## src/design/cfe_pkg.sv

```systemverilog
package cfe_pkg;

    localparam logic [7:0]  FRAME_TAG   = 8'hFD;
    localparam int          MIN_FRAME   = 21;
    localparam int          HDR_LEN     = 17;
    localparam int          BODY_OFS    = 4;
    localparam int          DATA_OFS    = 21;
    localparam int          ID_LO_OFS   = 14;
    localparam int          ID_HI_OFS   = 15;
    localparam int          LEN_HI_OFS  = 5;
    localparam int          STATUS_IDX  = 17;
    localparam int          CRC_BYTES   = 4;
    localparam logic [31:0] CRC_INIT    = 32'hFFFFFFFF;
    localparam logic [31:0] CRC_POLY    = 32'hEDB88320;

    localparam logic [2:0] OC_BYTE   = 3'd0;
    localparam logic [2:0] OC_BAD_ID = 3'd1;
    localparam logic [2:0] OC_SHORT  = 3'd2;
    localparam logic [2:0] OC_CRC    = 3'd3;
    localparam logic [2:0] OC_LEN    = 3'd4;

    localparam logic [7:0] ST_OK    = 8'd0;
    localparam logic [7:0] ST_UNSUP = 8'd4;
    localparam logic [7:0] ST_EMPTY = 8'd9;

    localparam logic [15:0] MSG_ID_MAX = 16'd6;

    typedef enum logic [3:0] {
        B_IDLE,
        B_HDR,
        B_LCHK,
        B_CRC,
        B_CCHK,
        B_IDR,
        B_DISP,
        B_WR,
        B_SCAN,
        B_RSTART,
        B_RCRC,
        B_EMIT,
        B_DROP,
        B_DONE
    } t_bstate;

    function automatic logic [31:0] crc_byte(input logic [31:0] c, input logic [7:0] b);
        logic [31:0] v;
        v = c ^ {24'd0, b};
        for (int k = 0; k < 8; k++) begin
            v = (v >> 1) ^ (CRC_POLY & {32{v[0]}});
        end
        return v;
    endfunction

endpackage

```

## src/design/cfe_rx_if.sv

```systemverilog
interface cfe_rx_if;
    logic       valid;
    logic       ready;
    logic [7:0] rx_byte;
    logic [7:0] report_tag;
    logic       end_of_report;

    modport source(output valid, rx_byte, report_tag, end_of_report, input ready);
    modport sink(input valid, rx_byte, report_tag, end_of_report, output ready);
endinterface

```

## src/design/cfe_tx_if.sv

```systemverilog
interface cfe_tx_if;
    logic       valid;
    logic       ready;
    logic [7:0] tx_byte;
    logic       tx_last;
    logic [2:0] outcome;

    modport source(output valid, tx_byte, tx_last, outcome, input ready);
    modport sink(input valid, tx_byte, tx_last, outcome, output ready);
endinterface

```

## src/design/cfe_ram.sv

```systemverilog
module cfe_ram #(
    parameter int W     = 8,
    parameter int DEPTH = 64
) (
    input  logic                     i_clk,
    input  logic                     i_we,
    input  logic [$clog2(DEPTH)-1:0] i_waddr,
    input  logic [W-1:0]             i_wdata,
    input  logic [$clog2(DEPTH)-1:0] i_raddr,
    output logic [W-1:0]             o_rdata
);
    logic [W-1:0] r_mem [DEPTH];
    logic [W-1:0] r_rdata;

    always_ff @(posedge i_clk) begin
        if (i_we) begin
            r_mem[i_waddr] <= i_wdata;
        end
        r_rdata <= r_mem[i_raddr];
    end

    assign o_rdata = r_rdata;
endmodule

```

## src/design/cfe_jobq.sv

```systemverilog
module cfe_jobq #(
    parameter int W = 8
) (
    input  logic         i_clk,
    input  logic         i_rst_n,
    input  logic         i_push,
    input  logic [W-1:0] i_data,
    output logic         o_full,
    output logic         o_valid,
    output logic [W-1:0] o_data,
    input  logic         i_pop
);
    logic [W-1:0] r_mem [2];
    logic         r_wp, r_rp;
    logic [1:0]   r_cnt;

    always_ff @(posedge i_clk) begin
        if (!i_rst_n) begin
            r_wp  <= 1'b0;
            r_rp  <= 1'b0;
            r_cnt <= 2'd0;
        end else begin
            if (i_push) begin
                r_mem[r_wp] <= i_data;
                r_wp        <= ~r_wp;
            end
            if (i_pop) begin
                r_rp <= ~r_rp;
            end
            r_cnt <= r_cnt + {1'b0, i_push} - {1'b0, i_pop};
        end
    end

    assign o_full  = (r_cnt == 2'd2);
    assign o_valid = (r_cnt != 2'd0);
    assign o_data  = r_mem[r_rp];
endmodule

```

## src/design/cfe_front.sv

```systemverilog
module cfe_front import cfe_pkg::*; #(
    parameter int MAX_FRAME = 64
) (
    input  logic                           i_clk,
    input  logic                           i_rst_n,
    cfe_rx_if.sink                         i_rx,
    input  logic                           i_q_full,
    output logic                           o_push,
    output logic [$clog2(MAX_FRAME+1)-1:0] o_job_n,
    output logic                           o_job_tag,
    output logic                           o_job_buf,
    output logic                           o_we,
    output logic [$clog2(MAX_FRAME):0]     o_waddr,
    output logic [7:0]                     o_wdata
);
    localparam int CW  = $clog2(MAX_FRAME + 1);
    localparam int FAW = $clog2(MAX_FRAME);

    logic [CW-1:0] r_cnt, n_cnt;
    logic          r_tag, n_tag;
    logic          r_buf, n_buf;
    logic          acc, room, tag_now;
    logic [CW-1:0] cnt_next;

    assign i_rx.ready = !i_q_full;
    assign acc        = i_rx.valid && !i_q_full;
    assign room       = (r_cnt < CW'(MAX_FRAME));
    assign tag_now    = (r_cnt == '0) ? (i_rx.report_tag == FRAME_TAG) : r_tag;
    assign cnt_next   = room ? r_cnt + CW'(1) : r_cnt;

    assign o_we      = acc && room;
    assign o_waddr   = {r_buf, r_cnt[FAW-1:0]};
    assign o_wdata   = i_rx.rx_byte;
    assign o_push    = acc && i_rx.end_of_report;
    assign o_job_n   = cnt_next;
    assign o_job_tag = tag_now;
    assign o_job_buf = r_buf;

    always_comb begin
        n_cnt = r_cnt;
        n_tag = r_tag;
        n_buf = r_buf;
        if (acc) begin
            if (i_rx.end_of_report) begin
                n_cnt = '0;
                n_tag = 1'b0;
                n_buf = ~r_buf;
            end else begin
                n_cnt = cnt_next;
                n_tag = tag_now;
            end
        end
    end

    always_ff @(posedge i_clk) begin
        if (!i_rst_n) begin
            r_cnt <= '0;
            r_tag <= 1'b0;
            r_buf <= 1'b0;
        end else begin
            r_cnt <= n_cnt;
            r_tag <= n_tag;
            r_buf <= n_buf;
        end
    end
endmodule

```

## src/design/cfe_back.sv

```systemverilog
module cfe_back import cfe_pkg::*; #(
    parameter int MAX_FRAME   = 64,
    parameter int SLOT_BYTES  = 41,
    parameter int MAX_PAYLOAD = 42
) (
    input  logic                           i_clk,
    input  logic                           i_rst_n,
    input  logic                           i_job_valid,
    input  logic [$clog2(MAX_FRAME+1)-1:0] i_job_n,
    input  logic                           i_job_tag,
    input  logic                           i_job_buf,
    output logic                           o_job_pop,
    output logic [$clog2(MAX_FRAME):0]     o_frame_raddr,
    input  logic [7:0]                     i_frame_rdata,
    cfe_tx_if.source                       o_tx
);
    localparam int CW  = $clog2(MAX_FRAME + 1);
    localparam int FAW = $clog2(MAX_FRAME);
    localparam int IW  = $clog2(MAX_FRAME + SLOT_BYTES + 32);
    localparam int SD  = 3 * SLOT_BYTES;
    localparam int SAW = $clog2(SD);

    t_bstate       r_state, n_state;
    logic          r_ph, n_ph;
    logic [CW-1:0] r_n, n_n;
    logic          r_buf, n_buf;
    logic [IW-1:0] r_idx, n_idx;
    logic [31:0]   r_crc, n_crc;
    logic [31:0]   r_rcrc, n_rcrc;
    logic [15:0]   r_dlen, n_dlen;
    logic [15:0]   r_id, n_id;
    logic [1:0]    r_slot, n_slot;
    logic [IW-1:0] r_cnt, n_cnt;
    logic [IW-1:0] r_len, n_len;
    logic [7:0]    r_status, n_status;
    logic [2:0]    r_written, n_written;
    logic          r_diff, n_diff;
    logic [2:0]    r_code, n_code;
    logic          r_ov, n_ov;
    logic [7:0]    r_ob, n_ob;
    logic          r_ol, n_ol;
    logic [2:0]    r_oo, n_oo;

    logic           out_free;
    logic [IW-1:0]  j, f_idx, s_idx, plen;
    logic [SAW-1:0] s_base, s_addr;
    logic [7:0]     s_rdata, genb, newb, oldb;
    logic           s_we;
    logic           id_unsup, id_write;
    logic [1:0]     id_slot;
    logic [2:0]     id_lo;

    assign out_free = !r_ov || o_tx.ready;
    assign j        = (r_state == B_EMIT) ? r_idx - IW'(CRC_BYTES) : r_idx;
    assign plen     = IW'(r_dlen - 16'(HDR_LEN));
    assign id_unsup = (r_id == 16'd0) || (r_id > MSG_ID_MAX);
    assign id_write = !r_id[0] && (plen != '0);
    assign id_lo    = r_id[2:0] - 3'd1;
    assign id_slot  = id_lo[2:1];

    always_comb begin
        case (r_state)
            B_CRC, B_RCRC: f_idx = r_idx + IW'(BODY_OFS);
            B_WR:          f_idx = r_idx + IW'(DATA_OFS);
            default:       f_idx = r_idx;
        endcase
        case (r_state)
            B_RCRC:  s_idx = r_idx - IW'(STATUS_IDX + 1);
            B_EMIT:  s_idx = r_idx - IW'(STATUS_IDX + 1 + CRC_BYTES);
            default: s_idx = r_idx;
        endcase
        case (r_slot)
            2'd0:    s_base = '0;
            2'd1:    s_base = SAW'(SLOT_BYTES);
            default: s_base = SAW'(2 * SLOT_BYTES);
        endcase
    end

    assign o_frame_raddr = {r_buf, f_idx[FAW-1:0]};
    assign s_addr        = s_base + SAW'(s_idx);
    assign newb          = (r_idx < plen) ? i_frame_rdata : 8'd0;
    assign oldb          = r_written[r_slot] ? s_rdata : 8'd0;
    assign s_we          = (r_state == B_WR) && r_ph;

    always_comb begin
        if (j == IW'(0)) begin
            genb = r_len[7:0];
        end else if (j == IW'(1)) begin
            genb = 8'd0;
        end else if (j < IW'(6)) begin
            genb = i_frame_rdata;
        end else if (j < IW'(10)) begin
            genb = 8'd0;
        end else if (j < IW'(STATUS_IDX)) begin
            genb = i_frame_rdata;
        end else if (j == IW'(STATUS_IDX)) begin
            genb = r_status;
        end else begin
            genb = s_rdata;
        end
    end

    cfe_ram #(.W(8), .DEPTH(SD)) u_slots (
        .i_clk   (i_clk),
        .i_we    (s_we),
        .i_waddr (s_addr),
        .i_wdata (newb),
        .i_raddr (s_addr),
        .o_rdata (s_rdata)
    );

    always_comb begin
        n_state = r_state;
        case (r_state)
            B_IDLE: begin
                if (i_job_valid) begin
                    if (!i_job_tag || i_job_n < CW'(MIN_FRAME)) begin
                        n_state = B_DROP;
                    end else begin
                        n_state = B_HDR;
                    end
                end
            end
            B_HDR: begin
                if (r_ph && r_idx == IW'(LEN_HI_OFS)) n_state = B_LCHK;
            end
            B_LCHK: begin
                if ((17'(r_dlen) + 17'(BODY_OFS)) > 17'(r_n)) n_state = B_DROP;
                else n_state = B_CRC;
            end
            B_CRC: begin
                if (!r_ph && 16'(r_idx) == r_dlen) n_state = B_CCHK;
            end
            B_CCHK: begin
                if (~r_crc != r_rcrc || r_dlen < 16'(HDR_LEN)
                        || r_dlen > 16'(HDR_LEN + MAX_PAYLOAD)) begin
                    n_state = B_DROP;
                end else begin
                    n_state = B_IDR;
                end
            end
            B_IDR: begin
                if (r_ph && r_idx == IW'(ID_HI_OFS)) n_state = B_DISP;
            end
            B_DISP: begin
                if (id_unsup) n_state = B_RSTART;
                else if (id_write) n_state = B_WR;
                else if (r_written[id_slot]) n_state = B_SCAN;
                else n_state = B_RSTART;
            end
            B_WR: begin
                if (!r_ph && r_idx == IW'(SLOT_BYTES)) n_state = B_RSTART;
            end
            B_SCAN: begin
                if ((!r_ph && r_idx == IW'(SLOT_BYTES)) || (r_ph && s_rdata == 8'd0)) begin
                    n_state = B_RSTART;
                end
            end
            B_RSTART: n_state = B_RCRC;
            B_RCRC: begin
                if (!r_ph && r_idx == r_len) n_state = B_EMIT;
            end
            B_EMIT: begin
                if (r_ph && out_free && r_idx == r_len + IW'(CRC_BYTES - 1)) n_state = B_DONE;
            end
            B_DROP: begin
                if (out_free) n_state = B_DONE;
            end
            B_DONE:  n_state = B_IDLE;
            default: n_state = B_IDLE;
        endcase
    end

    always_comb begin
        n_ph      = r_ph;
        n_n       = r_n;
        n_buf     = r_buf;
        n_idx     = r_idx;
        n_crc     = r_crc;
        n_rcrc    = r_rcrc;
        n_dlen    = r_dlen;
        n_id      = r_id;
        n_slot    = r_slot;
        n_cnt     = r_cnt;
        n_len     = r_len;
        n_status  = r_status;
        n_written = r_written;
        n_diff    = r_diff;
        n_code    = r_code;
        n_ov      = r_ov && !o_tx.ready;
        n_ob      = r_ob;
        n_ol      = r_ol;
        n_oo      = r_oo;
        o_job_pop = 1'b0;
        case (r_state)
            B_IDLE: begin
                n_n    = i_job_n;
                n_buf  = i_job_buf;
                n_idx  = '0;
                n_ph   = 1'b0;
                n_code = i_job_tag ? OC_SHORT : OC_BAD_ID;
            end
            B_HDR: begin
                n_ph = ~r_ph;
                if (r_ph) begin
                    if (r_idx < IW'(BODY_OFS)) n_rcrc[r_idx[1:0]*8 +: 8] = i_frame_rdata;
                    else n_dlen[r_idx[0]*8 +: 8] = i_frame_rdata;
                    n_idx = r_idx + IW'(1);
                end
            end
            B_LCHK: begin
                n_code = OC_LEN;
                n_idx  = '0;
                n_crc  = CRC_INIT;
            end
            B_CRC: begin
                if (r_ph) begin
                    n_crc = crc_byte(r_crc, i_frame_rdata);
                    n_idx = r_idx + IW'(1);
                    n_ph  = 1'b0;
                end else if (16'(r_idx) != r_dlen) begin
                    n_ph = 1'b1;
                end
            end
            B_CCHK: begin
                n_code = (~r_crc != r_rcrc) ? OC_CRC : OC_LEN;
                n_idx  = IW'(ID_LO_OFS);
            end
            B_IDR: begin
                n_ph = ~r_ph;
                if (r_ph) begin
                    n_id[r_idx[0]*8 +: 8] = i_frame_rdata;
                    n_idx = r_idx + IW'(1);
                end
            end
            B_DISP: begin
                n_slot   = id_slot;
                n_status = ST_OK;
                n_cnt    = IW'(1);
                n_idx    = '0;
                n_diff   = 1'b0;
                if (id_unsup) n_status = ST_UNSUP;
                else if (!id_write && !r_written[id_slot]) n_status = ST_EMPTY;
            end
            B_WR: begin
                if (r_ph) begin
                    n_diff = r_diff || (newb != oldb);
                    n_idx  = r_idx + IW'(1);
                    n_ph   = 1'b0;
                end else if (r_idx == IW'(SLOT_BYTES)) begin
                    if (r_diff) n_written[r_slot] = 1'b1;
                end else begin
                    n_ph = 1'b1;
                end
            end
            B_SCAN: begin
                if (r_ph) begin
                    n_ph = 1'b0;
                    if (s_rdata == 8'd0) n_cnt = r_idx + IW'(1);
                    else n_idx = r_idx + IW'(1);
                end else if (r_idx == IW'(SLOT_BYTES)) begin
                    n_cnt = r_idx + IW'(1);
                end else begin
                    n_ph = 1'b1;
                end
            end
            B_RSTART: begin
                n_len = r_cnt + IW'(HDR_LEN);
                n_crc = CRC_INIT;
                n_idx = '0;
                n_ph  = 1'b0;
            end
            B_RCRC: begin
                if (r_ph) begin
                    n_crc = crc_byte(r_crc, genb);
                    n_idx = r_idx + IW'(1);
                    n_ph  = 1'b0;
                end else if (r_idx == r_len) begin
                    n_crc = ~r_crc;
                    n_idx = '0;
                end else begin
                    n_ph = 1'b1;
                end
            end
            B_EMIT: begin
                if (!r_ph) begin
                    n_ph = 1'b1;
                end else if (out_free) begin
                    n_ov  = 1'b1;
                    n_ob  = (r_idx < IW'(CRC_BYTES)) ? r_crc[r_idx[1:0]*8 +: 8] : genb;
                    n_ol  = (r_idx == r_len + IW'(CRC_BYTES - 1));
                    n_oo  = OC_BYTE;
                    n_idx = r_idx + IW'(1);
                    n_ph  = 1'b0;
                end
            end
            B_DROP: begin
                if (out_free) begin
                    n_ov = 1'b1;
                    n_ob = 8'd0;
                    n_ol = 1'b1;
                    n_oo = r_code;
                end
            end
            B_DONE: begin
                o_job_pop = 1'b1;
            end
            default: begin
                n_ph = 1'b0;
            end
        endcase
    end

    always_ff @(posedge i_clk) begin
        if (!i_rst_n) begin
            r_state   <= B_IDLE;
            r_ph      <= 1'b0;
            r_written <= 3'd0;
            r_ov      <= 1'b0;
        end else begin
            r_state   <= n_state;
            r_ph      <= n_ph;
            r_written <= n_written;
            r_ov      <= n_ov;
        end
        r_n      <= n_n;
        r_buf    <= n_buf;
        r_idx    <= n_idx;
        r_crc    <= n_crc;
        r_rcrc   <= n_rcrc;
        r_dlen   <= n_dlen;
        r_id     <= n_id;
        r_slot   <= n_slot;
        r_cnt    <= n_cnt;
        r_len    <= n_len;
        r_status <= n_status;
        r_diff   <= n_diff;
        r_code   <= n_code;
        r_ob     <= n_ob;
        r_ol     <= n_ol;
        r_oo     <= n_oo;
    end

    assign o_tx.valid   = r_ov;
    assign o_tx.tx_byte = r_ob;
    assign o_tx.tx_last = r_ol;
    assign o_tx.outcome = r_oo;
endmodule

```

## src/design/crc32_command_frame_engine.sv

```systemverilog
// Command engine for CRC-32 checked reports. Report bytes come in on i_rx,
// one per transfer, with report_tag sampled on the first byte and
// end_of_report set on the last. Each closed report yields on o_tx either
// one drop item (tx_byte zero, tx_last set, outcome giving the reason) or
// the response bytes from the CRC field onward, with tx_last on the final
// byte and outcome zero.
// The intake stores bytes into one of two frame buffers at one byte per
// cycle and queues each closed report for the command sequencer. Intake
// stalls only while both buffers hold reports that are not yet answered.
// The sequencer reads each byte in an address phase and a data phase on
// every pass over a memory: the header, the CRC check, a slot write or
// scan, and the response's CRC pass and output pass.
// A receiver stall holds the single output register and the sequencer
// waits; intake continues into the free buffer.
// Reset clears the slot written flags, so every slot reads as unwritten.
module crc32_command_frame_engine import cfe_pkg::*; #(
    parameter int MAX_FRAME   = 64,
    parameter int SLOT_BYTES  = 41,
    parameter int MAX_PAYLOAD = 42
) (
    input  logic     i_clk,
    input  logic     i_rst_n,
    cfe_rx_if.sink   i_rx,
    cfe_tx_if.source o_tx
);
    localparam int CW  = $clog2(MAX_FRAME + 1);
    localparam int FAW = $clog2(MAX_FRAME);
    localparam int QW  = CW + 2;

    logic          q_push, q_full, q_valid, q_pop;
    logic [CW-1:0] f_job_n;
    logic          f_job_tag, f_job_buf;
    logic [QW-1:0] q_data;
    logic          f_we;
    logic [FAW:0]  f_waddr, b_raddr;
    logic [7:0]    f_wdata, b_rdata;

    cfe_front #(.MAX_FRAME(MAX_FRAME)) u_front (
        .i_clk     (i_clk),
        .i_rst_n   (i_rst_n),
        .i_rx      (i_rx),
        .i_q_full  (q_full),
        .o_push    (q_push),
        .o_job_n   (f_job_n),
        .o_job_tag (f_job_tag),
        .o_job_buf (f_job_buf),
        .o_we      (f_we),
        .o_waddr   (f_waddr),
        .o_wdata   (f_wdata)
    );

    cfe_ram #(.W(8), .DEPTH(2 * (1 << FAW))) u_frames (
        .i_clk   (i_clk),
        .i_we    (f_we),
        .i_waddr (f_waddr),
        .i_wdata (f_wdata),
        .i_raddr (b_raddr),
        .o_rdata (b_rdata)
    );

    cfe_jobq #(.W(QW)) u_jobq (
        .i_clk   (i_clk),
        .i_rst_n (i_rst_n),
        .i_push  (q_push),
        .i_data  ({f_job_n, f_job_tag, f_job_buf}),
        .o_full  (q_full),
        .o_valid (q_valid),
        .o_data  (q_data),
        .i_pop   (q_pop)
    );

    cfe_back #(
        .MAX_FRAME   (MAX_FRAME),
        .SLOT_BYTES  (SLOT_BYTES),
        .MAX_PAYLOAD (MAX_PAYLOAD)
    ) u_back (
        .i_clk         (i_clk),
        .i_rst_n       (i_rst_n),
        .i_job_valid   (q_valid),
        .i_job_n       (q_data[QW-1:2]),
        .i_job_tag     (q_data[1]),
        .i_job_buf     (q_data[0]),
        .o_job_pop     (q_pop),
        .o_frame_raddr (b_raddr),
        .i_frame_rdata (b_rdata),
        .o_tx          (o_tx)
    );

    a_push_room: assert property (@(posedge i_clk) disable iff (!i_rst_n)
        q_push |-> !q_full)
        else $error("Report queued while both frame buffers are busy.");

    a_pop_valid: assert property (@(posedge i_clk) disable iff (!i_rst_n)
        q_pop |-> q_valid)
        else $error("Report released from an empty queue.");

    a_drop_last: assert property (@(posedge i_clk) disable iff (!i_rst_n)
        (o_tx.valid && o_tx.outcome != OC_BYTE) |-> (o_tx.tx_last && o_tx.tx_byte == 8'd0))
        else $error("Drop item is not a single zero transfer.");
endmodule
```

## src/flat_wrapper.sv

```systemverilog
// flat-port wrapper written by rule: the top's interface ports become plain ports
module crc32_command_frame_engine_flat import cfe_pkg::*;
#(
    parameter int MAX_FRAME   = 64,
    parameter int SLOT_BYTES  = 41,
    parameter int MAX_PAYLOAD = 42
)
  (i_clk, i_rst_n, i_rx_valid, i_rx_rx_byte, i_rx_report_tag, i_rx_end_of_report, i_rx_ready, o_tx_valid, o_tx_tx_byte, o_tx_tx_last, o_tx_outcome, o_tx_ready);
  cfe_rx_if i_rx_i ();
  cfe_tx_if o_tx_i ();
  input  logic i_clk;
  input  logic i_rst_n;
  input wire logic [$bits(i_rx_i.valid)-1:0] i_rx_valid;
  input wire logic [$bits(i_rx_i.rx_byte)-1:0] i_rx_rx_byte;
  input wire logic [$bits(i_rx_i.report_tag)-1:0] i_rx_report_tag;
  input wire logic [$bits(i_rx_i.end_of_report)-1:0] i_rx_end_of_report;
  output wire logic [$bits(i_rx_i.ready)-1:0] i_rx_ready;
  output wire logic [$bits(o_tx_i.valid)-1:0] o_tx_valid;
  output wire logic [$bits(o_tx_i.tx_byte)-1:0] o_tx_tx_byte;
  output wire logic [$bits(o_tx_i.tx_last)-1:0] o_tx_tx_last;
  output wire logic [$bits(o_tx_i.outcome)-1:0] o_tx_outcome;
  input wire logic [$bits(o_tx_i.ready)-1:0] o_tx_ready;
  assign i_rx_i.valid = i_rx_valid;
  assign i_rx_i.rx_byte = i_rx_rx_byte;
  assign i_rx_i.report_tag = i_rx_report_tag;
  assign i_rx_i.end_of_report = i_rx_end_of_report;
  assign i_rx_ready = i_rx_i.ready;
  assign o_tx_valid = o_tx_i.valid;
  assign o_tx_tx_byte = o_tx_i.tx_byte;
  assign o_tx_tx_last = o_tx_i.tx_last;
  assign o_tx_outcome = o_tx_i.outcome;
  assign o_tx_i.ready = o_tx_ready;
  crc32_command_frame_engine #(.MAX_FRAME(MAX_FRAME), .SLOT_BYTES(SLOT_BYTES), .MAX_PAYLOAD(MAX_PAYLOAD)) u_core (.i_clk(i_clk), .i_rst_n(i_rst_n), .i_rx(i_rx_i), .o_tx(o_tx_i));
endmodule
```

## config.mk

```make
export PLATFORM = sky130hd
export DESIGN_NAME = crc32_command_frame_engine_flat
export DESIGN_NICKNAME = d
export VERILOG_FILES = /design/src/design/cfe_pkg.sv /design/src/design/cfe_rx_if.sv /design/src/design/cfe_tx_if.sv /design/src/design/cfe_ram.sv /design/src/design/cfe_jobq.sv /design/src/design/cfe_front.sv /design/src/design/cfe_back.sv /design/src/design/crc32_command_frame_engine.sv /design/src/flat_wrapper.sv
export SDC_FILE = /design/constraint.sdc
export NUM_CORES = 2
export LEC_CHECK = 0
export BUFFER_PORTS_ARGS = -buffer_cell sky130_fd_sc_hd__buf_2
export CELL_PAD_IN_SITES_DETAIL_PLACEMENT = 1
export CELL_PAD_IN_SITES_GLOBAL_PLACEMENT = 2
export CORE_MARGIN = 2
export CORE_UTILIZATION = 46
export CTS_BUF_LIST = sky130_fd_sc_hd__clkbuf_4 sky130_fd_sc_hd__clkbuf_8
export CTS_CLUSTER_DIAMETER = 150
export DETAILED_ROUTE_END_ITERATION = 10
export GPL_TIMING_DRIVEN = 0
export PLACE_DENSITY = 0.78
export SLEW_MARGIN = 20
export SYNTH_ARGS = -nofsm -noshare
export SYNTH_HDL_FRONTEND = slang
export SYNTH_SLANG_ARGS = --single-unit
```

## constraint.sdc

```tcl
create_clock -name i_clk -period 4.8 [get_ports i_clk]
set_input_delay 0.24 -clock i_clk [delete_from_list [all_inputs] [get_ports i_clk]]
set_output_delay 0.24 -clock i_clk [all_outputs]
set_load 0.02 [all_outputs]
```

## Word level (Yosys, flattened, before mapping)

Memories as Yosys holds them, arrays and structs flattened. A register that Yosys moved wholly into a read port is not among the register bits.
Cells that the tools add are included.

| operators by class | value |
|---|---|
| order comparisons | 14 |
| mux-type cells | 98 |
| reduce and logical (&&, ||, !) cells | 63 |
| add/subtract/negate cells | 17 |
| shift-type cells | 5 |
| bitwise logic cells | 25 |
| equality and inequality tests | 46 |

Operators by type and width:

| kind | number |
|---|---|
| bitwise XOR 31 x 32 -> 32 bit | 16 |
| two-way mux 8 bit | 23 |
| two-way mux 32 bit | 3 |
| one-hot mux 32 bit (3 select lines) | 1 |
| bitwise XOR 32 x 8 -> 32 bit | 2 |
| two-way mux 4 bit | 15 |
| one-hot mux 4 bit (13 select lines) | 1 |
| one-hot mux 8 bit (6 select lines) | 1 |
| negation 4 -> 34 bit | 1 |
| negation 5 -> 34 bit | 1 |
| variable shift 8 x 34 -> 16 bit, first input constant | 1 |
| variable shift 8 x 34 -> 32 bit, first input constant | 1 |
| indexed part select 8 x 34 -> 16 bit | 1 |
| indexed part select 8 x 34 -> 32 bit | 1 |
| bitwise mux 16 bit | 2 |
| bitwise mux 32 bit | 1 |
| != test 32 bit | 1 |
| NOT 32 bit | 1 |
| one-hot mux 8 bit (2 select lines) | 2 |
| indexed part select 32 x 6 -> 8 bit | 1 |
| two-way mux 1 bit | 30 |
| one-hot mux 7 bit (2 select lines) | 2 |
| equality test 4 bit, second input constant | 6 |
| != test 2 bit, second input constant | 12 |
| 75 further kinds | 142 |

| word-level totals | value |
|---|---|
| bits of input ports | 21 |
| logic and storage cells | 297 |
| output and inout bits | 14 |
| memories | 3 |
| register bits after elaboration | 176 |
| bits in writable memories | 2,026 |

Memory list:

| name | depth | width | rd ports | clocked after memory_dff | write ports | line | RTL |
|---|---|---|---|---|---|---|---|
| u_core.u_frames.r_mem | 128 | 8 | 1 | 1 | 1 | cfe_ram.sv:12 | `logic [W-1:0] r_mem [DEPTH];` |
| u_core.u_back.u_slots.r_mem | 123 | 8 | 1 | 1 | 1 | cfe_ram.sv:12 |  |
| u_core.u_jobq.r_mem | 2 | 9 | 1 | 1 | 1 | cfe_jobq.sv:13 | `logic [W-1:0] r_mem [2];` |

## Longest topological paths before layout

| logic depth | value |
|---|---|
| depth in word-level cells | 20 |
| gate-level depth with buffers | 18 |
| depth with buffers taken out | 14 |

## Modules after synthesis

Synthesis repeated with hierarchy kept, for this count alone.

| second synthesis, totals | value |
|---|---|
| cells, all modules | 4,675 |
| area, all modules | 90,772.1 um2 |

By module, submodules not included:

| module | cells an instance | instances | area each (um2) | sequential area each (um2) |
|---|---|---|---|---|
| cfe_ram at u_core.u_frames | 1,635 | 1 | 39,665.5 | 30,909.6 |
| cfe_ram at u_core.u_back.u_slots | 1,770 | 1 | 38,284.2 | 29,708.5 |
| cfe_back | 1,141 | 1 | 11,239.5 | 4,624.4 |
| cfe_jobq | 50 | 1 | 877.1 | 640.6 |
| cfe_front | 79 | 1 | 705.7 | 180.2 |

## Least setup slack after synthesis

Ideal clock, no wire load.

| timing | value |
|---|---|
| path kind | register to register |
| start point | register u_core.u_back.r_idx[0] |
| end point | register u_core.u_back.r_diff, data pin |
| buffers on the path | 2 |
| arrival | 4.722 ns |
| library setup time | 0.272 ns |
| stages on the path, launching flop included | 16 |
| setup slack | -0.194 ns |
| data required time | 4.528 ns |
| cells stage by stage | edfxtp_1 > clkbuf_1 > inv_1 > clkbuf_1 > ha_1 > nor2b_1 > o21a_1 > o21a_1 > o21a_1 > o21a_1 > o21a_1 > o21a_1 > nor2_1 > and2_1 > o221a_2 > a41oi_1 |

| between the ends | value |
|---|---|
| cells in the longest elaborated chain, start to end | 6 |

Ends and longest elaborated chain:

| item | line | RTL |
|---|---|---|
| start: declaration | cfe_back.sv:27 | `logic [IW-1:0] r_idx, n_idx;` |
| start signal: assignment | cfe_back.sv:328 | `r_idx <= n_idx;` |
| less-than comparator 8 bit | cfe_back.sv:81 | `assign newb = (r_idx < plen) ? i_frame_rdata : 8'd0;` |
| two-way mux 8 bit | cfe_back.sv:81 |  |
| net u_core.u_back.newb[0] | cfe_back.sv:47 | `logic [7:0] s_rdata, genb, newb, oldb;` |
| != test 8 bit | cfe_back.sv:247 | `n_diff = r_diff \|\| (newb != oldb);` |
| logical OR 1 bit | cfe_back.sv:247 |  |
| two-way mux 1 bit | cfe_back.sv:246 | `if (r_ph) begin` |
| one-hot mux 1 bit (2 select lines) | cfe_back.sv:195 | `case (r_state)` |
| net u_core.u_back.n_diff | cfe_back.sv:37 | `logic r_diff, n_diff;` |
| end signal: assignment | cfe_back.sv:337 | `r_diff <= n_diff;` |
| end: declaration | cfe_back.sv:37 |  |

The timed path passes the listed nets, and every way through them passes these cells. The select of a mux whose other input is x is not followed.
A chain may end at the register's enable or synchronous reset.

## Worst setup path in the final report

| timing | value |
|---|---|
| start point | register u_core.u_back.r_idx[1] |
| end point | register u_core.u_back.u_slots.r_rdata[6], in the netlist u_core.u_back.u_slots.o_rdata[6], read port of u_core.u_back.u_slots.r_mem |

| between the ends | value |
|---|---|
| cells in the longest elaborated chain, start to end | 3 |
| elaborated cells on any way between the ends | 4 |
| those cells by class | 3 x add/sub; 1 x mux |

Ends and longest elaborated chain:

| item | line | RTL |
|---|---|---|
| subtractor 7 x 5 -> 7 bit (on tied branches) | cfe_back.sv:69, cfe_back.sv:68 |  |
| one-hot mux 7 bit (2 select lines) (*) | cfe_back.sv:67 | `case (r_state)` |
| adder 7 bit (*) | cfe_back.sv:80 | `assign s_addr = s_base + SAW'(s_idx);` |
| end: declaration | cfe_ram.sv:13 | `logic [W-1:0] r_rdata;` |

Every way passes the cells marked *; elsewhere a longest branch is shown, timed or not.

==> summary.md <==
| Metric | Value |
|---|---|
| Status | finished with violations |
| Violated checks | negative setup slack |
| Area Growth Syn to Fin | 17.12% |
| Cells after synthesis | 5328 |
| Vias in the first global route | 57.15k |
| Capture point of the worst reg-to-reg path | u_core.u_back.u_slots.o_rdata[6]$_DFF_P_ |
| Floorplan die width | 446.4 um |
| I/O pin count | 35 |
| Antenna violations before repair | 13 |
| Initial standard-cell utilization of the core | 46.26% |
| Library cell contributing the largest single delay on the critical path | sky130_fd_sc_hd__fa_1 |
| Critical path cell sequence | clkbuf_16 -> buf_6 -> inv_1 -> fa_1 -> mux2i_4 -> buf_12 -> xnor2_4 -> buf_12 -> nor2_1 -> buf_4 -> buf_6 -> buf_6 -> a22oi_1 -> nand4_1 -> o211ai_1 -> o211ai_1 -> o211ai_1 -> o21ai_2 |
| Crit end category | register |
| DR pass1 iterations | 6 |
| Number of enable flip-flop cells after synthesis | 2174 |
| Final hold viol count | 0 |
| Total Die Area | 199200 um2 |
| Element type at the critical path start | register |
| Post-synthesis instance area | 90010 um2 |
| CTS tree | built |
| Global-route usage over all layers | 30.85% |
| Core outline area | 194600 um2 |
| Final setup violation count | 2 |
| Number of clock buffers inserted by TritonCTS | 369 |
| Sequential Area | 66060 um2 |
| Achievable Freq | 207.9 MHz |
| Routed via count divided by cell count | 6.410 |
| CP peak stage delay | 0.58 ns |
| Proportion of synthesized flip-flops having asynchronous set or reset | 0% |
| Count of H-tree levels built during CTS | 5 |
| Final layout net count | 5975 |
| Internal Pwr Total | 41.08 mW |
| Worst reg-to-reg setup slack | -0.01 ns |
| Part of the Yosys area used for sequential elements | 73.39% |
| Reg power frac | 35.2% |
| #FFs+latches synth | 2213 |
| DRC errors left | 0 |
| # clock sinks | 2213 |
| Slew Limit Fails | 0 |
| Hold Path Origin | i_rst_n |
| Post-Route Hold Slack | 0.09794 ns |
| Number of cells on the worst reg-to-reg path | 18 |
| Slew headroom | 18.22% |
| Aggregate negative setup slack | -0.01663 ns |
| Type of the worst setup path | register to register |
| Hold Crit Endpoint | u_core.u_front.r_cnt[6]$_SDFFE_PN0P_ |
| Final clock skew | 0.09275 ns |
| Reg2Reg Launch Point | u_core.u_back.r_idx[1]$_SDFFCE_PN1P_ |
| Die extent in y | 446.4 um |
| CTS Buffer Depth | 4 |
| Switching power summed over all nets | 26.12 mW |
| Via count | 55.89k |
| Peak ir drop on the vdd network | 594.2 uV |
| Number of warnings printed during yosys synthesis | 0 |
| Hold crit path type | input pin to register |
| Number of DRC markers in iteration 0 | 7155 |
| Post-Synthesis Mean Instance Area | 16.89 um2 |
| Post-route worst setup slack | -0.01042 ns |
| Sw frac | 38.86% |
| First-pass GRT wire length | 432500 um |
| Number of fillers in the final layout | 17.89k |
| Grt total ovfl | 0 |
| Number of distinct library cells after synthesis | 92 |
| Share of power burned in combinational logic | 40.4% |
| Post-route antenna net violation count | 0 |
| Clock slew at the register clock pins of the worst setup and hold paths | 0.06 ns |
| Combined area of the multi-input logic cells | 24150 um2 |
| Critical Path RT | 5.71 ns |
| Clock root cell | sky130_fd_sc_hd__clkbuf_8 |
| Total power | 67.20 mW |
| Fraction of final layout cells sized beyond drive strength 1 | 25.71% |
| Largest fanout of any net on the critical path | 10 |
| Wirelength per Cell | 35.48 um |
| Clk pwr share | 24.4% |
| Number of core rows | 162 |
| WHS Path Cells | 3 |
| Half-perimeter wire length after placement | 198900 um |
| Final Critical Period | 4.810 ns |
| MaxCap Viol Count | 0 |
| Insertion delay of the later-clocked pin in the worst-skew pair | 1.14 ns |
| Arrival time of data at the critical path endpoint | 5.72 ns |
| Slew at the pin closest to its max-slew limit | 1.227 ns |
| RePlAce Congestion | 0.9931 |
| Total leakage power | 33.98 nW |
| Maximum number of pins on one net before global-route repair | 89 |
| Net Count, Synth | 5397 |
| Total power divided by cell area | 637.4 nW/um2 |
| Share of the cycle needed by the critical path after routing | 100.2% |
| Final wirelength | 309300 um |
| Top flip-flop cell by instance count after synthesis | sky130_fd_sc_hd__edfxtp_1 |
| Number of I/O port buffers | 34 |
[registers in the layout (all words and copies together) (netlist names), 4 cells and up, named ones only]
register                       flops
u_core.u_frames.r_mem           1024
u_core.u_back.u_slots.r_mem      984
u_core.u_back.r_crc               32
u_core.u_back.r_rcrc              32
u_core.u_jobq.r_mem               18
u_core.u_back.r_dlen              16
u_core.u_back.r_id                16
u_core.u_back.o_tx.tx_byte         8
u_core.u_back.r_cnt                8
u_core.u_back.r_idx                8
u_core.u_back.r_len                8
u_core.u_back.u_slots.o_rdata      8
u_core.u_frames.o_rdata            8
u_core.u_back.r_n                  7
u_core.u_front.r_cnt               7
u_core.u_back.r_state              4
[metrics by stage]
stage | setup slack, ns | cells | utilization (%) | instance area [um2]
4_1_cts | -0.08889 | 8693 | 53.79 | 104700
3_3_place_gp | -4.926 | 7904 | 47.98 | 93370
3_5_place_dp | -4.208 | 7930 | 48.39 | 94160
5_1_grt | -0.003668 | 8715 | 54.17 | 105400
6_report | -0.01042 | 8720 | 54.18 | 105400
2_1_floorplan | 0.1414 | 5328 | - | 90020
[cell usage after synthesis (62+ instances only)]
library cell               count  area [um2]
sky130_fd_sc_hd__a211oi_1     76       570.6
sky130_fd_sc_hd__a21oi_1     130       650.6
sky130_fd_sc_hd__a22oi_1     282        2117
sky130_fd_sc_hd__and2_1       87       544.3
sky130_fd_sc_hd__buf_1        62       232.7
sky130_fd_sc_hd__clkbuf_1    200       750.7
sky130_fd_sc_hd__edfxtp_1   2174       65280
sky130_fd_sc_hd__inv_1        76       285.3
sky130_fd_sc_hd__mux4_2      310        6982
sky130_fd_sc_hd__nand2_1     325        1220
sky130_fd_sc_hd__nand4_1     102       638.1
sky130_fd_sc_hd__nor2_1      407        1528
sky130_fd_sc_hd__o211ai_1     64       480.5
sky130_fd_sc_hd__o21ai_0     112       560.5
sky130_fd_sc_hd__xnor2_1     120        1051
sky130_fd_sc_hd__xor2_1       94       823.3
[kinds of logic after synthesis]
group           share of synthesized area [%]
simple gates                            5.563
buf+inv                                 1.853
flops                                   73.39
fa+ha+maj                              0.6839
xor+xnor                                2.476
mux                                     8.513
compound gates                          7.519
[timing repair]
action,in CTS,in global routing
endpoints found under the setup margin,1790,568
hold buffers,20,0
setup buffers,113,19
pin swaps,70,21
hold endpoints to repair,1062,0
gates resized for setup,661,115
[area by class of cell]
cell class	count	share of cell area, %
Antenna cell	9	0.02136
Clock buffer	493	5.760
Clock inverter	141	0.8332
Timing Repair Buffer	212	2.429
Inverter	80	0.2967
Tap cell	2542	3.017
Sequential cell	2213	62.67
Multi-Input combinational cell	2705	22.91
Buffer	325	2.065
[power by group through the flow]
| stage | Combinational, mW | Clock, mW | Sequential [mW] |
|---|---|---|---|
| detailed placement | 24.2 | 0 | 24.0 |
| global route | 27.8 | 17.3 | 23.6 |
| CTS | 25.9 | 16.4 | 23.6 |
| floorplan | 13.7 | 0 | 24.0 |
| global placement | 23.3 | 0 | 24.2 |
| finish | 27.2 | 16.4 | 23.6 |
[critical path, delay by kind of cell (launching register included)]
kind	cells	cell delay [ns]
flops	1	0.48
fa+ha+maj	1	0.58
mux	1	0.08
simple gates	2	0.29
compound gates	5	1.33
xor+xnor	1	0.30
buf+inv	8	1.54
[layer usage]
metal | track usage, % | share of wire, % | vias to the layer above
met5 | 0 | 0.031 | -
met4 | 16.81 | 6.0 | 16
met3 | 6.583 | 9.9 | 888
met2 | 47.92 | 46 | 3480
met1 | 40.77 | 38 | 29010
li1 | - | - | 22500
[worst max path at each step]
| stage | start | endpoint | slack [ns] | depth (start not counted) |
|---|---|---|---|---|
| after floorplan | u_core.u_back.r_idx[1]$_SDFFCE_PN1P_ | u_core.u_back.r_crc[23]$_DFFE_PP_ | 0.14 | 14 |
| after global placement | u_core.u_back.r_idx[1]$_SDFFCE_PN1P_ | u_core.u_back.u_slots.r_mem[63][5]$_DFFE_PP_ | -4.93 | 12 |
| after detailed placement | u_core.u_back.r_idx[1]$_SDFFCE_PN1P_ | u_core.u_back.u_slots.r_mem[81][1]$_DFFE_PP_ | -4.21 | 14 |
| after CTS | u_core.u_back.r_state[0]$_SDFFE_PN0P_ | u_core.u_frames.o_rdata[7]$_DFF_P_ | -0.09 | 13 |
| after global routing | u_core.u_back.r_idx[1]$_SDFFCE_PN1P_ | u_core.u_back.u_slots.o_rdata[2]$_DFF_P_ | -0.004 | 18 |
| final | u_core.u_back.r_idx[1]$_SDFFCE_PN1P_ | u_core.u_back.u_slots.o_rdata[6]$_DFF_P_ | -0.01 | 18 |
[layout by cell type (no fill, tap or decap), drive strengths merged, types with 14 or more instances in the layout]
cell,n
nand2,326
mux2i,44
o21ai,117
a22o,44
o21a,14
a311oi,37
dlygate4sd3,20
ha,46
mux2,21
a221oi,44
o211ai,65
nor2,407
dfxtp,39
clkbuf,698
a22oi,283
buf,312
nor2b,25
nor4,18
a21oi,131
edfxtp,2174
a31oi,49
a211oi,78
inv,79
and2,87
nor3,37
mux4,310
nand4,102
clkinv,122
xnor2,125
xor2,96
nand3,57
No activity file was read; power rests on OpenSTA's default activity.
